==> config.mk <==
export PLATFORM = sky130hd
export DESIGN_NAME = shuffled_park_miller_rng_top
export DESIGN_NICKNAME = d
export VERILOG_FILES = /design/src/rtl/srng_pkg.sv /design/src/rtl/srng_ram.sv /design/src/rtl/srng_lehmer.sv /design/src/rtl/srng_div.sv /design/src/rtl/shuffled_park_miller_rng_top.sv
export SDC_FILE = /design/constraint.sdc
export NUM_CORES = 2
export LEC_CHECK = 0
export CORE_UTILIZATION = 44
export CTS_CLUSTER_SIZE = 30
export DETAILED_ROUTE_END_ITERATION = 8
export DONT_BUFFER_PORTS = 1
export GPL_TIMING_DRIVEN = 0
export HOLD_SLACK_MARGIN = 0.06
export PLACE_DENSITY = 0.56
export SYNTH_ARGS = -nofsm -noshare
export SYNTH_HDL_FRONTEND = slang
export SYNTH_SLANG_ARGS = --single-unit
==> constraint.sdc <==
create_clock -name clk -period 19 [get_ports clk]
set_input_delay 3.8 -clock clk [delete_from_list [all_inputs] [get_ports clk]]
set_output_delay 3.8 -clock clk [all_outputs]
set_load 0.02 [all_outputs]
==> src/rtl/srng_pkg.sv <==
// Shared types, constants and helper functions for the shuffled Lehmer generator.
package srng_pkg;

    // Generator constants.
    localparam logic [14:0] LCG_MULT    = 15'd16807;
    localparam logic [30:0] LCG_MOD     = 31'h7FFF_FFFF;
    localparam logic [30:0] SEED_SMALL  = 31'd1000;
    localparam logic [30:0] SEED_BOOST  = 31'd22261048;
    localparam logic [31:0] MAX_SPAN_M1 = 32'h7FFF_FFFF;
    localparam logic [31:0] SPAN_LIMIT  = 32'h8000_0000;

    // Item kinds.
    typedef enum logic [1:0] {
        KIND_RESEED  = 2'd0,
        KIND_RAW     = 2'd1,
        KIND_BOUNDED = 2'd2,
        KIND_NOP     = 2'd3
    } kind_t;

    // Request into the shared divider.
    typedef struct packed {
        logic        start;
        logic [31:0] dividend;
        logic [31:0] divisor;
    } div_req_t;

    // Response from the shared divider.
    typedef struct packed {
        logic        done;
        logic [31:0] rem;
    } div_rsp_t;

    // Seed conditioning: boost small seeds, and map the modulus itself to one.
    function automatic logic [30:0] seed_fix(input logic [30:0] s);
        logic [30:0] t;
        begin
            t = (s < SEED_SMALL) ? (s + SEED_BOOST) : s;
            if (t == LCG_MOD)
            begin
                t = 31'd1;
            end
            return t;
        end
    endfunction

    // Reduce a 46-bit product modulo 2^31 - 1 by folding the high part onto the low part.
    function automatic logic [30:0] lehmer_fold(input logic [45:0] p);
        logic [31:0] sum;
        begin
            sum = {1'b0, p[30:0]} + {17'd0, p[45:31]};
            if (sum >= {1'b0, LCG_MOD})
            begin
                sum = sum - {1'b0, LCG_MOD};
            end
            return sum[30:0];
        end
    endfunction

endpackage

==> src/rtl/srng_ram.sv <==
// Generic single-write, single-read RAM with a registered read port.
module srng_ram #(
    parameter int WIDTH = 31,
    parameter int DEPTH = 32
) (
    input  logic                     clk,
    input  logic                     we,
    input  logic [$clog2(DEPTH)-1:0] waddr,
    input  logic [WIDTH-1:0]         wdata,
    input  logic                     re,
    input  logic [$clog2(DEPTH)-1:0] raddr,
    output logic [WIDTH-1:0]         rdata
);

    logic [WIDTH-1:0] mem_reg [DEPTH];
    logic [WIDTH-1:0] rdata_reg;

    // Write port and registered read port.
    always_ff @(posedge clk)
    begin
        if (we)
        begin
            mem_reg[waddr] <= wdata;
        end
        if (re)
        begin
            rdata_reg <= mem_reg[raddr];
        end
    end

    assign rdata = rdata_reg;

endmodule

==> src/rtl/srng_lehmer.sv <==
// Two-stage Lehmer step unit: registered multiply by 16807, then fold modulo 2^31 - 1.
module srng_lehmer (
    input  logic        clk,
    input  logic [30:0] x,
    output logic [30:0] y
);
    import srng_pkg::*;

    logic [45:0] prod_reg;
    logic [45:0] prod_next;

    // The product of the current state and the multiplier is taken every cycle.
    assign prod_next = {15'd0, x} * {31'd0, LCG_MULT};

    always_ff @(posedge clk)
    begin
        prod_reg <= prod_next;
    end

    // The fold and one conditional subtract give the exact residue.
    assign y = lehmer_fold(prod_reg);

endmodule

==> src/rtl/srng_div.sv <==
// Shared restoring divider: one remainder bit per cycle over all 32 dividend bits.
module srng_div (
    input  logic                clk,
    input  logic                rst_n,
    input  srng_pkg::div_req_t  req,
    output srng_pkg::div_rsp_t  rsp
);
    import srng_pkg::*;

    localparam int FULL_BITS = 32;

    logic        busy_reg;
    logic        busy_next;
    logic        done_reg;
    logic        done_next;
    logic [5:0]  cnt_reg;
    logic [5:0]  cnt_next;
    logic [31:0] rem_reg;
    logic [31:0] rem_next;
    logic [31:0] dvd_reg;
    logic [31:0] dvd_next;
    logic [31:0] dvs_reg;
    logic [31:0] dvs_next;

    logic [32:0] trial;
    logic [32:0] diff;
    logic        fits;

    // One trial subtraction of the divisor from the shifted partial remainder.
    assign trial = {rem_reg, dvd_reg[31]};
    assign diff  = trial - {1'b0, dvs_reg};
    assign fits  = (trial >= {1'b0, dvs_reg});

    always_comb
    begin
        busy_next = busy_reg;
        done_next = 1'b0;
        cnt_next  = cnt_reg;
        rem_next  = rem_reg;
        dvd_next  = dvd_reg;
        dvs_next  = dvs_reg;
        if (req.start)
        begin
            busy_next = 1'b1;
            dvs_next  = req.divisor;
            cnt_next  = 6'(FULL_BITS);
            rem_next  = '0;
            dvd_next  = req.dividend;
        end
        else if (busy_reg)
        begin
            rem_next = fits ? diff[31:0] : trial[31:0];
            dvd_next = {dvd_reg[30:0], 1'b0};
            cnt_next = cnt_reg - 6'd1;
            if (cnt_reg == 6'd1)
            begin
                busy_next = 1'b0;
                done_next = 1'b1;
            end
        end
    end

    // Control state.
    always_ff @(posedge clk or negedge rst_n)
    begin
        if (!rst_n)
        begin
            busy_reg <= 1'b0;
            done_reg <= 1'b0;
        end
        else
        begin
            busy_reg <= busy_next;
            done_reg <= done_next;
        end
    end

    // Datapath registers.
    always_ff @(posedge clk)
    begin
        cnt_reg <= cnt_next;
        rem_reg <= rem_next;
        dvd_reg <= dvd_next;
        dvs_reg <= dvs_next;
    end

    assign rsp.done = done_reg;
    assign rsp.rem  = rem_reg;

endmodule

==> src/rtl/shuffled_park_miller_rng_top.sv <==
// Top level of the shuffled minimal-standard Lehmer generator with its sequencer.
//
//   Channel   Handshake                Payload
//   input     in_valid / in_stall      kind, range_low, range_high
//   output    out_valid / out_stall    value
//   config    cfg_valid / cfg_ready    seed_value
//
// With N = TABLE_SIZE, one generator step plus table swap passes through S_STEP_MUL, S_STEP_FOLD,
// S_SLOT_DIV, S_TBL_RD and S_TBL_SWAP; a raw draw then passes S_RESULT before the next transfer.
// A reseed runs N + 8 steps of the Lehmer unit, of which the last N fill the table.
// A bounded draw adds two passes of the shared divider plus one step per rejection.
// The first draw after reset also runs the table fill, N + 8 Lehmer steps.
// The result waits in an output register, so a stalled output holds back only the next result.
module shuffled_park_miller_rng_top #(
    parameter int TABLE_SIZE = 32
) (
    input  logic               clk,
    input  logic               rst_n,
    input  logic               in_valid,
    output logic               in_stall,
    input  logic [1:0]         kind,
    input  logic signed [31:0] range_low,
    input  logic signed [31:0] range_high,
    output logic               out_valid,
    input  logic               out_stall,
    output logic signed [31:0] value,
    input  logic               cfg_valid,
    output logic               cfg_ready,
    input  logic [30:0]        seed_value
);
    import srng_pkg::*;

    localparam int AW        = $clog2(TABLE_SIZE);
    localparam int CW        = $clog2(TABLE_SIZE + 8);
    localparam int QW        = $clog2(TABLE_SIZE + 1);
    localparam int INIT_LAST = TABLE_SIZE + 7;
    localparam longint unsigned SLOT_DIV = 1 + (64'd2147483646 / TABLE_SIZE);
    localparam logic [30:0]   SLOT_D   = SLOT_DIV[30:0];
    localparam logic [QW-1:0] SLOT_RCP = QW'(64'h8000_0000 / SLOT_DIV);

    typedef enum logic [10:0] {
        S_IDLE      = 11'b000_0000_0001,
        S_INIT_MUL  = 11'b000_0000_0010,
        S_INIT_FOLD = 11'b000_0000_0100,
        S_STEP_MUL  = 11'b000_0000_1000,
        S_STEP_FOLD = 11'b000_0001_0000,
        S_SLOT_DIV  = 11'b000_0010_0000,
        S_TBL_RD    = 11'b000_0100_0000,
        S_TBL_SWAP  = 11'b000_1000_0000,
        S_LIM_DIV   = 11'b001_0000_0000,
        S_MOD_DIV   = 11'b010_0000_0000,
        S_RESULT    = 11'b100_0000_0000
    } state_t;

    state_t        state_reg;
    state_t        state_next;
    logic [30:0]   seed_reg;
    logic [30:0]   seed_next;
    logic [30:0]   gen_reg;
    logic [30:0]   gen_next;
    logic [30:0]   shuf_reg;
    logic [30:0]   shuf_next;
    kind_t         kind_reg;
    kind_t         kind_next;
    logic [31:0]   lo_reg;
    logic [31:0]   lo_next;
    logic [31:0]   span_reg;
    logic [31:0]   span_next;
    logic [31:0]   limit_reg;
    logic [31:0]   limit_next;
    logic [CW-1:0] cnt_reg;
    logic [CW-1:0] cnt_next;
    logic [AW-1:0] slot_reg;
    logic [AW-1:0] slot_next;
    logic [QW-1:0] slot_q0_reg;
    logic [QW-1:0] slot_q0_next;
    logic [30:0]   slot_back_reg;
    logic [30:0]   slot_back_next;
    logic [31:0]   res_reg;
    logic [31:0]   res_next;
    logic          out_valid_reg;
    logic          out_valid_next;
    logic [31:0]   value_reg;
    logic [31:0]   value_next;

    logic [30:0]   step_val;
    div_req_t      div_req;
    div_rsp_t      div_rsp;
    logic          ram_we;
    logic [AW-1:0] ram_waddr;
    logic [30:0]   ram_wdata;
    logic          ram_re;
    logic [30:0]   ram_rdata;

    logic [31:0]    span_in;
    logic           span_bad;
    logic           need_init;
    state_t         draw_state;
    logic [30:0]    draw_gen;
    logic [30+QW:0] rcp_prod;
    logic [30+QW:0] back_prod;
    logic [30:0]    slot_rem;
    logic [QW-1:0]  slot_q;
    logic [AW-1:0]  slot_clamped;
    logic           out_free;

    // Shared Lehmer step unit, always fed with the current generator state.
    srng_lehmer u_lehmer (
        .clk (clk),
        .x   (gen_reg),
        .y   (step_val)
    );

    // Shared divider for the rejection limit and the final modulo.
    srng_div u_div (
        .clk   (clk),
        .rst_n (rst_n),
        .req   (div_req),
        .rsp   (div_rsp)
    );

    // Shuffle table.
    srng_ram #(
        .WIDTH (31),
        .DEPTH (TABLE_SIZE)
    ) u_table (
        .clk   (clk),
        .we    (ram_we),
        .waddr (ram_waddr),
        .wdata (ram_wdata),
        .re    (ram_re),
        .raddr (slot_reg),
        .rdata (ram_rdata)
    );

    // Span of a bounded draw, wrapped to 32 bits; zero or above 2^31 means no draw.
    assign span_in  = 32'(range_high) - 32'(range_low) + 32'd1;
    assign span_bad = (span_in == 32'd0) || (span_in > SPAN_LIMIT);

    // A draw first fills the table when the generator was never seeded.
    assign need_init  = (gen_reg == 31'd0) || (shuf_reg == 31'd0);
    assign draw_state = need_init ? S_INIT_MUL : S_STEP_MUL;
    assign draw_gen   = need_init ? seed_fix((gen_reg != 31'd0) ? gen_reg : 31'd1) : gen_reg;

    // Slot index by reciprocal multiplication: the estimate is exact or one low,
    // and a compare of the remainder against the slot width fixes it.
    assign rcp_prod       = {{QW{1'b0}}, shuf_reg} * {31'd0, SLOT_RCP};
    assign slot_q0_next   = rcp_prod[30+QW:31];
    assign back_prod      = {31'd0, slot_q0_reg} * {{QW{1'b0}}, SLOT_D};
    assign slot_back_next = back_prod[30:0];
    assign slot_rem       = shuf_reg - slot_back_reg;
    assign slot_q         = slot_q0_reg + QW'(slot_rem >= SLOT_D);

    // Slot index clamped to the last entry.
    assign slot_clamped = (slot_q >= QW'(TABLE_SIZE)) ? AW'(TABLE_SIZE - 1) : slot_q[AW-1:0];

    assign out_free = !out_valid_reg || !out_stall;

    // Sequencer.
    always_comb
    begin
        state_next     = state_reg;
        seed_next      = cfg_valid ? seed_value : seed_reg;
        gen_next       = gen_reg;
        shuf_next      = shuf_reg;
        kind_next      = kind_reg;
        lo_next        = lo_reg;
        span_next      = span_reg;
        limit_next     = limit_reg;
        cnt_next       = cnt_reg;
        slot_next      = slot_reg;
        res_next       = res_reg;
        out_valid_next = out_valid_reg && out_stall;
        value_next     = value_reg;
        div_req        = '0;
        ram_we         = 1'b0;
        ram_waddr      = cnt_reg[AW-1:0];
        ram_wdata      = step_val;
        ram_re         = 1'b0;

        unique case (state_reg)
            S_IDLE:
            begin
                if (in_valid)
                begin
                    kind_next = kind_t'(kind);
                    lo_next   = 32'(range_low);
                    span_next = span_in;
                    case (kind_t'(kind))
                        KIND_RESEED:
                        begin
                            gen_next   = seed_fix(seed_reg);
                            cnt_next   = CW'(INIT_LAST);
                            state_next = S_INIT_MUL;
                        end
                        KIND_RAW:
                        begin
                            gen_next   = draw_gen;
                            cnt_next   = CW'(INIT_LAST);
                            state_next = draw_state;
                        end
                        KIND_BOUNDED:
                        begin
                            if (span_bad)
                            begin
                                res_next   = 32'(range_low);
                                state_next = S_RESULT;
                            end
                            else
                            begin
                                div_req.start    = 1'b1;
                                div_req.dividend = SPAN_LIMIT;
                                div_req.divisor  = span_in;
                                state_next       = S_LIM_DIV;
                            end
                        end
                        default:
                        begin
                            res_next   = '0;
                            state_next = S_RESULT;
                        end
                    endcase
                end
            end

            S_INIT_MUL:
            begin
                state_next = S_INIT_FOLD;
            end

            S_INIT_FOLD:
            begin
                // The last TABLE_SIZE steps fill the table from the top entry down.
                gen_next = step_val;
                ram_we   = (cnt_reg < CW'(TABLE_SIZE));
                if (cnt_reg == '0)
                begin
                    shuf_next = step_val;
                    if (kind_reg == KIND_RESEED)
                    begin
                        res_next   = '0;
                        state_next = S_RESULT;
                    end
                    else
                    begin
                        state_next = S_STEP_MUL;
                    end
                end
                else
                begin
                    cnt_next   = cnt_reg - CW'(1);
                    state_next = S_INIT_MUL;
                end
            end

            S_STEP_MUL:
            begin
                state_next = S_STEP_FOLD;
            end

            S_STEP_FOLD:
            begin
                gen_next   = step_val;
                state_next = S_SLOT_DIV;
            end

            S_SLOT_DIV:
            begin
                slot_next  = slot_clamped;
                state_next = S_TBL_RD;
            end

            S_TBL_RD:
            begin
                ram_re     = 1'b1;
                state_next = S_TBL_SWAP;
            end

            S_TBL_SWAP:
            begin
                // The selected entry becomes the output and takes the fresh generator value.
                shuf_next = ram_rdata;
                ram_we    = 1'b1;
                ram_waddr = slot_reg;
                ram_wdata = gen_reg;
                if (kind_reg == KIND_RAW)
                begin
                    res_next   = {1'b0, ram_rdata};
                    state_next = S_RESULT;
                end
                else if ({1'b0, ram_rdata} > limit_reg)
                begin
                    state_next = S_STEP_MUL;
                end
                else
                begin
                    div_req.start    = 1'b1;
                    div_req.dividend = {1'b0, ram_rdata};
                    div_req.divisor  = span_reg;
                    state_next       = S_MOD_DIV;
                end
            end

            S_LIM_DIV:
            begin
                if (div_rsp.done)
                begin
                    limit_next = MAX_SPAN_M1 - div_rsp.rem;
                    gen_next   = draw_gen;
                    cnt_next   = CW'(INIT_LAST);
                    state_next = draw_state;
                end
            end

            S_MOD_DIV:
            begin
                if (div_rsp.done)
                begin
                    res_next   = lo_reg + div_rsp.rem;
                    state_next = S_RESULT;
                end
            end

            S_RESULT:
            begin
                if (out_free)
                begin
                    out_valid_next = 1'b1;
                    value_next     = res_reg;
                    state_next     = S_IDLE;
                end
            end

            default:
            begin
                state_next = S_IDLE;
            end
        endcase
    end

    // Control and generator state.
    always_ff @(posedge clk or negedge rst_n)
    begin
        if (!rst_n)
        begin
            state_reg     <= S_IDLE;
            seed_reg      <= 31'd1;
            gen_reg       <= '0;
            shuf_reg      <= '0;
            out_valid_reg <= 1'b0;
        end
        else
        begin
            state_reg     <= state_next;
            seed_reg      <= seed_next;
            gen_reg       <= gen_next;
            shuf_reg      <= shuf_next;
            out_valid_reg <= out_valid_next;
        end
    end

    // Item payload and working registers.
    always_ff @(posedge clk)
    begin
        kind_reg      <= kind_next;
        lo_reg        <= lo_next;
        span_reg      <= span_next;
        limit_reg     <= limit_next;
        cnt_reg       <= cnt_next;
        slot_reg      <= slot_next;
        slot_q0_reg   <= slot_q0_next;
        slot_back_reg <= slot_back_next;
        res_reg       <= res_next;
        value_reg     <= value_next;
    end

    assign in_stall  = (state_reg != S_IDLE);
    assign cfg_ready = 1'b1;
    assign out_valid = out_valid_reg;
    assign value     = signed'(value_reg);

endmodule

**Yosys cells after proc, flatten, opt, wreduce, memory -nomap -nowiden**

Memories as Yosys holds them, arrays and structs flattened. A register that Yosys moved wholly into a read port is not among the register bits.
Cells that the tools add are included.

- Register bits: 438
- Latch bits: 0
- Bits in writable memories: 992
- Bits in read-only memories: 0
- Input bits: 102
- Output and inout port bits: 35
- Logic and storage cells: 165
- Memories: 1

Memory list:

| name | depth | bits a word | rd ports | clocked after Yosys merged registers in | wr ports | line | text |
|---|---|---|---|---|---|---|---|
| u_table.mem_reg | 32 | 31 | 1 | 1 | 1 | srng_ram.sv:15 | `logic [WIDTH-1:0] mem_reg [DEPTH];` |

- Add/sub/neg operators: 13
- Multipliers: 1
- Div/mod/pow operators: 0
- Magnitude comparators: 9
- Equality and inequality tests: 30
- Shift operators: 0
- Muxes and demuxes: 61
- Bitwise logic cells: 0
- Reductions and logical operators: 28

Operators with widths:

| operator | count |
|---|---|
| 31-bit 2-to-1 mux | 11 |
| 65-bit 2-to-1 mux | 5 |
| 32-bit 2-to-1 mux | 9 |
| 65-bit one-hot mux with 2 select lines | 1 |
| 32-bit one-hot mux with 4 select lines | 1 |
| 31-bit one-hot mux with 2 select lines | 2 |
| 11-bit one-hot mux with 11 select lines | 1 |
| 31-bit one-hot mux with 3 select lines | 1 |
| 11-bit 2-to-1 mux | 8 |
| 32-bit one-hot mux with 2 select lines | 1 |
| 32-bit subtractor | 2 |
| 31-bit by 25-bit adder with 31-bit output (second input constant) | 2 |
| 31-bit == test (second input constant) | 2 |
| 31-bit logical NOT | 2 |
| 31-bit by 10-bit < comparator with 1-bit output (second input constant) | 2 |
| 31-bit by 15-bit multiplier with 46-bit output (second input constant) | 1 |
| 33-bit by 32-bit >= comparator with 1-bit output | 1 |
| 11-bit one-hot mux with 3 select lines | 1 |
| 31-bit by 15-bit adder with 32-bit output | 1 |
| 32-bit by 1-bit adder with 32-bit output (second input constant) | 1 |
| 32-bit adder | 1 |
| 32-bit by 31-bit >= comparator with 1-bit output (second input constant) | 1 |
| 31-bit by 32-bit greater-than comparator with 1-bit output | 1 |
| 32-bit greater-than comparator (second input constant) | 1 |
| other kinds (49) | 83 |

**Logic depth before layout (Yosys ltp)**

- Word-level depth: 10
- Gate-level depth with buffers: 25
- Gate-level depth less buffers: 24

**Modules after synthesis**

A second synthesis with hierarchy kept.

- Cell total of the unflattened synthesis: 5,838
- Area, all modules: 74,067.3 µm²

Modules (own cells, without submodules):

| module | instances | cells an instance | area an instance (µm²) | sequential area each (µm²) |
|---|---|---|---|---|
| srng_ram | 1 | 2,192 | 39,474.1 | 30,719.5 |
| shuffled_park_miller_rng_top | 1 | 1,854 | 18,072.3 | 8,025.2 |
| srng_lehmer | 1 | 1,201 | 10,546.4 | 920.9 |
| srng_div | 1 | 591 | 5,974.5 | 2,732.6 |

**Least setup slack after synthesis**

OpenSTA, ideal clock, no wires.

- Path type: input to register
- Start point: input port range_high[1]
- End point: register u_div.dvs_reg[0] (enable)
- Library setup time: 0.466 ns
- Data arrival time: 9.795 ns
- Required time: 18.534 ns
- Setup slack: 8.739 ns
- Stages: 17
- Buffers on the path: 0
- Cells stage by stage: inv_1 -> ha_1 -> inv_1 -> ha_1 -> inv_1 -> fa_1 -> and2b_1 -> o31ai_2 -> a211oi_2 -> o221a_2 -> or3_1 -> o311ai_1 -> or4_1 -> or4b_1 -> or4_4 -> and2_1 -> o21ai_0

- Cells in the longest elaborated chain, start to end: 8
- Elaborated cells between the ends (all ways): 9
- Those cells by class: add/sub: 2; order compare: 1; mux: 4; reduce/logical: 2

RTL lines:

| element | line | text |
|---|---|---|
| start: declaration | shuffled_park_miller_rng_top.sv:23 | `input logic signed [31:0] range_high,` |
| 32-bit subtractor (*) | shuffled_park_miller_rng_top.sv:137 | `assign span_in = 32'(range_high) - 32'(range_low) + 32'd1;` |
| 32-bit by 1-bit adder with 32-bit output (*) | shuffled_park_miller_rng_top.sv:137 |  |
| named net span_in[21] | shuffled_park_miller_rng_top.sv:95 | `logic [31:0] span_in;` |
| 32-bit greater-than comparator or 32-bit logical NOT (tied branches) | shuffled_park_miller_rng_top.sv:138 | `assign span_bad = (span_in == 32'd0) \|\| (span_in > SPAN_LIMIT);` |
| 1-bit logical OR (*) | shuffled_park_miller_rng_top.sv:138 |  |
| 65-bit 2-to-1 mux (*) | shuffled_park_miller_rng_top.sv:204 | `if (span_bad)` |
| 65-bit 2-to-1 mux (*) | shuffled_park_miller_rng_top.sv:189 | `case (kind_t'(kind))` |
| 65-bit 2-to-1 mux (*) | shuffled_park_miller_rng_top.sv:184 | `if (in_valid)` |
| 65-bit one-hot mux with 2 select lines (*) | shuffled_park_miller_rng_top.sv:181 | `unique case (state_reg)` |
| end signal: assignment | srng_div.sv:84 | `dvs_reg <= dvs_next;` |
| end: declaration | srng_div.sv:22 | `logic [31:0] dvs_reg;` |

Mark *: on every way through the listed nets, which the timed path passes. The rest lies on a longest branch.
A chain may end at the register's enable or synchronous reset.

**Worst setup path after layout**

- Start point: input port range_high[1]
- End point: register u_div.dvd_reg[14] (enable)

- Cells in the longest elaborated chain, start to end: 9
- Elaborated cells between the ends (all ways): 10
- Those cells by class: add/sub: 2; order compare: 1; mux: 4; reduce/logical: 3

RTL lines:

| element | line | text |
|---|---|---|
| 32-bit subtractor (*) | shuffled_park_miller_rng_top.sv:137 |  |
| 32-bit by 1-bit adder with 32-bit output (*) | shuffled_park_miller_rng_top.sv:137 |  |
| 32-bit greater-than comparator or 32-bit logical NOT (tied branches) | shuffled_park_miller_rng_top.sv:138 |  |
| 1-bit logical OR (*) | shuffled_park_miller_rng_top.sv:138 |  |
| 65-bit 2-to-1 mux (*) | shuffled_park_miller_rng_top.sv:204 |  |
| 65-bit 2-to-1 mux (*) | shuffled_park_miller_rng_top.sv:189 |  |
| 65-bit 2-to-1 mux (*) | shuffled_park_miller_rng_top.sv:184 |  |
| 65-bit one-hot mux with 2 select lines (*) | shuffled_park_miller_rng_top.sv:181 |  |
| 2-bit nonzero test (no source line) (*) | n/a |  |
| end signal: assignment | srng_div.sv:83 | `dvd_reg <= dvd_next;` |
| end: declaration | srng_div.sv:20 | `logic [31:0] dvd_reg;` |

Every way passes the cells marked *; elsewhere a longest branch is shown, timed or not.

==> impl_metrics.py <==
metrics = {
    "grt": {
        "grt_pass1_vias": 45300,
        "grt-ovfl-total": 0,
        "grt_max_degree": 108,
        "grt_pass1_wl_mm": 315,
        "antenna_found_initial": 9,
        "grt_usage_pct": 26.0,
    },
    "final_layout": {
        "final_common_cell": "edfxtp_1",
        "nNetsFinal": 5992,
        "seq_area_um2": 42400,
        "nFillCells": 13800,
        "multi_input_area_um2": 28000,
        "drive_gt1_share_pct": 14.1,
        "area_growth_pct": 13.9,
        "largest_reg_flops": 992,
        "most-common-layout-cells": "1,260 x edfxtp_1, 511 x inv_1, 385 x ha_1, 346 x nand2_1, 310 x mux4_2",
    },
    "drt": {
        "drtIter0Drc": 4649,
        "detail-route-antenna-nets": 0,
        "wl_per_cell_um": 28.0,
        "wl_mm": 215,
        "drc": 0,
        "vias": 45100,
        "routed_via_density": 5.88,
        "first_pass_iters": 6,
    },
    "sta": {
        "fmax_mhz": 108,
        "fin_crit_sh_pct": 48.5,
        "worst_pin_slew_ps": 1430,
        "slew_viol_final": 0,
        "setup_viol": 0,
        "finalHoldViolations": 0,
        "fin_worst_skew_ps": 38.3,
        "slew_headroom_pct": 4.21,
        "period_minus_slack_ps": 9220,
        "rsz0062_at_grt": "no",
        "final.setup.tns_ps": 0,
    },
    "clock_network": {
        "cts.htree.levels": 4,
        "cts_buffer_depth": 3,
        "hold_buffers": 0,
        "root_buffer": "clkbuf_16",
        "clk_pin_slew_ps": 60,
        "clkSinkCount": 1461,
        "numCtsBuffers": 157,
        "cts_setup_buffers": 0,
        "cts_tree": "yes",
        "post_cts_resized": 0,
        "clkLatencyLatePin_ps": 820,
    },
    "critical_path": {
        "cpPeakStageDelay_ps": 780,
        "worstPathRequired_ps": 19430,
        "path_cells": "inv_1 > ha_1 > inv_1 > ha_1 > inv_1 > fa_1 > and2b_1 > o31ai_2 > a211oi_1 > o21ai_0 > a21oi_1 > nand4b_1 > nor4b_1 > or4b_1 > o31ai_2 > a21oi_2 > buf_6 > or3_2",
        "worst_setup_path_end_kind": "register",
        "crit_arrival_ps": 9650,
        "cp-start-kind": "primary input",
        "critical_path_class": "primary input to register",
        "cp_max_fo": 32,
        "critPathSlowestCell": "or3_2",
        "cp_common_cell": "inv_1",
    },
    "logic_synthesis": {
        "seq_area_frac_synth_pct": 58.5,
        "syn_nets": 5764,
        "syn-cell-area_um2": 72500,
        "yosys.cell_types.count": 98,
        "synth_edf_count": 1260,
        "synth_async_sr_flop_share_pct": 7.32,
        "synth_flop_cell": "edfxtp_1",
        "synth_cells": 5139,
        "yosys_warnings": 0,
        "synth.avg_cell_area_um2": 14.1,
        "synth_seq_cells": 1461,
    },
    "place": {
        "place.gp.congestion": 0.949,
        "dpl.hpwl_mm": 157,
        "port_buffers": 0,
    },
    "floorplanning": {
        "die_y_um": 408,
        "row_count": 148,
        "die_w_um": 408,
        "initial_core_util_pct": 44.5,
        "die_area_um2": 166000,
        "ios": 137,
        "core_area_um2": 163000,
    },
    "flow_run": {
        "drv_cap": 0,
    },
    "outcome": {
        "status": "complete, no violations",
    },
    "hold_path": {
        "hold_class": "register to register",
    },
}
[critical path, delay by kind of cell]
kind,cells,cell delay (ps)
AND/OR/NAND/NOR,5,2330
AO/OA/AOI/OAI,6,2200
adder cells (fa/ha/maj),3,880
buffers and inverters,4,390
[worst paths after layout]
path | start | to | slack, ps | cells after the start
max in group asynchronous | rst_n | seed_reg[0] | 15920 | 0
worst max-delay path | range_high[1] | u_div.dvd_reg[14] | 9780 | 18
worst min register to register | slot_q0_reg[0] | slot_back_reg[26] | 360 | 0
worst min-delay path | slot_q0_reg[0] | slot_back_reg[26] | 360 | 0
min in group asynchronous | rst_n | seed_reg[7] | 2690 | 0
worst max register to register | gen_reg[5] | gen_reg[29] | 11580 | 20
[synthesized netlist by cell type, drive strengths merged, types with 78 or more instances]
master,instances,area (um2)
edfxtp,1260,37800
inv,512,1920
ha,385,4820
nand2,346,1300
mux4,310,6980
a21oi,222,1120
nor2,198,743
o21ai,192,968
fa,138,2760
clkbuf,135,507
dfrtp,105,2630
xnor2,102,893
dfxtp,94,1880
nand3,92,460
a21o,86,646
nor3,78,390
[through the flow]
step | setup slack, ps | util [%] | instances | hold slack (ps) | instance area [um2]
after global routing | 9430 | 50.6 | 7673 | 366 | 82600
after global placement | 5030 | 46.1 | 7314 | 354 | 75200
after detailed placement | 8910 | 47.3 | 7383 | 346 | 77100
after CTS | 9750 | 50.6 | 7673 | 363 | 82600
final | 9780 | 50.6 | 7677 | 364 | 82600
after floorplan | 8740 | - | 5139 | 337 | 72500
[kinds of logic after synthesis]
logic type                 after synthesis  share of synthesized area [%]
buffers and inverters                  704                           3.71
and+or+nand+nor                       1011                           6.72
xor gates and xnor gates               156                           1.88
AOI/OAI and AO/OA                      932                           8.52
DFF                                   1461                           58.5
other                                    1                        0.00517
muxes                                  351                           10.2
adders and majority gates              523                           10.5
[final cells by class]
class / count / share of cell area, %
buffer: 191 / 0.929
sequential: 1461 / 51.3
clock inverter: 99 / 1.55
tap: 2175 / 3.30
timing repair buffer: 69 / 1.58
antenna: 4 / 0.0121
inverter: 513 / 2.33
clock buffer: 191 / 5.04
multi-input combinational: 2974 / 33.9
[routing by layer]
metal	global-route usage (%)	vias up	wire (um)
met5	0	-	20
met4	7.95	2	6780
met1	36.3	23200	92200
met2	41.6	1568	102000
li1	-	20000	-
met3	4.42	341	14300
Power is not shown: default switching activity piles up to over one toggle a cycle in this logic, so the estimate is an artifact.
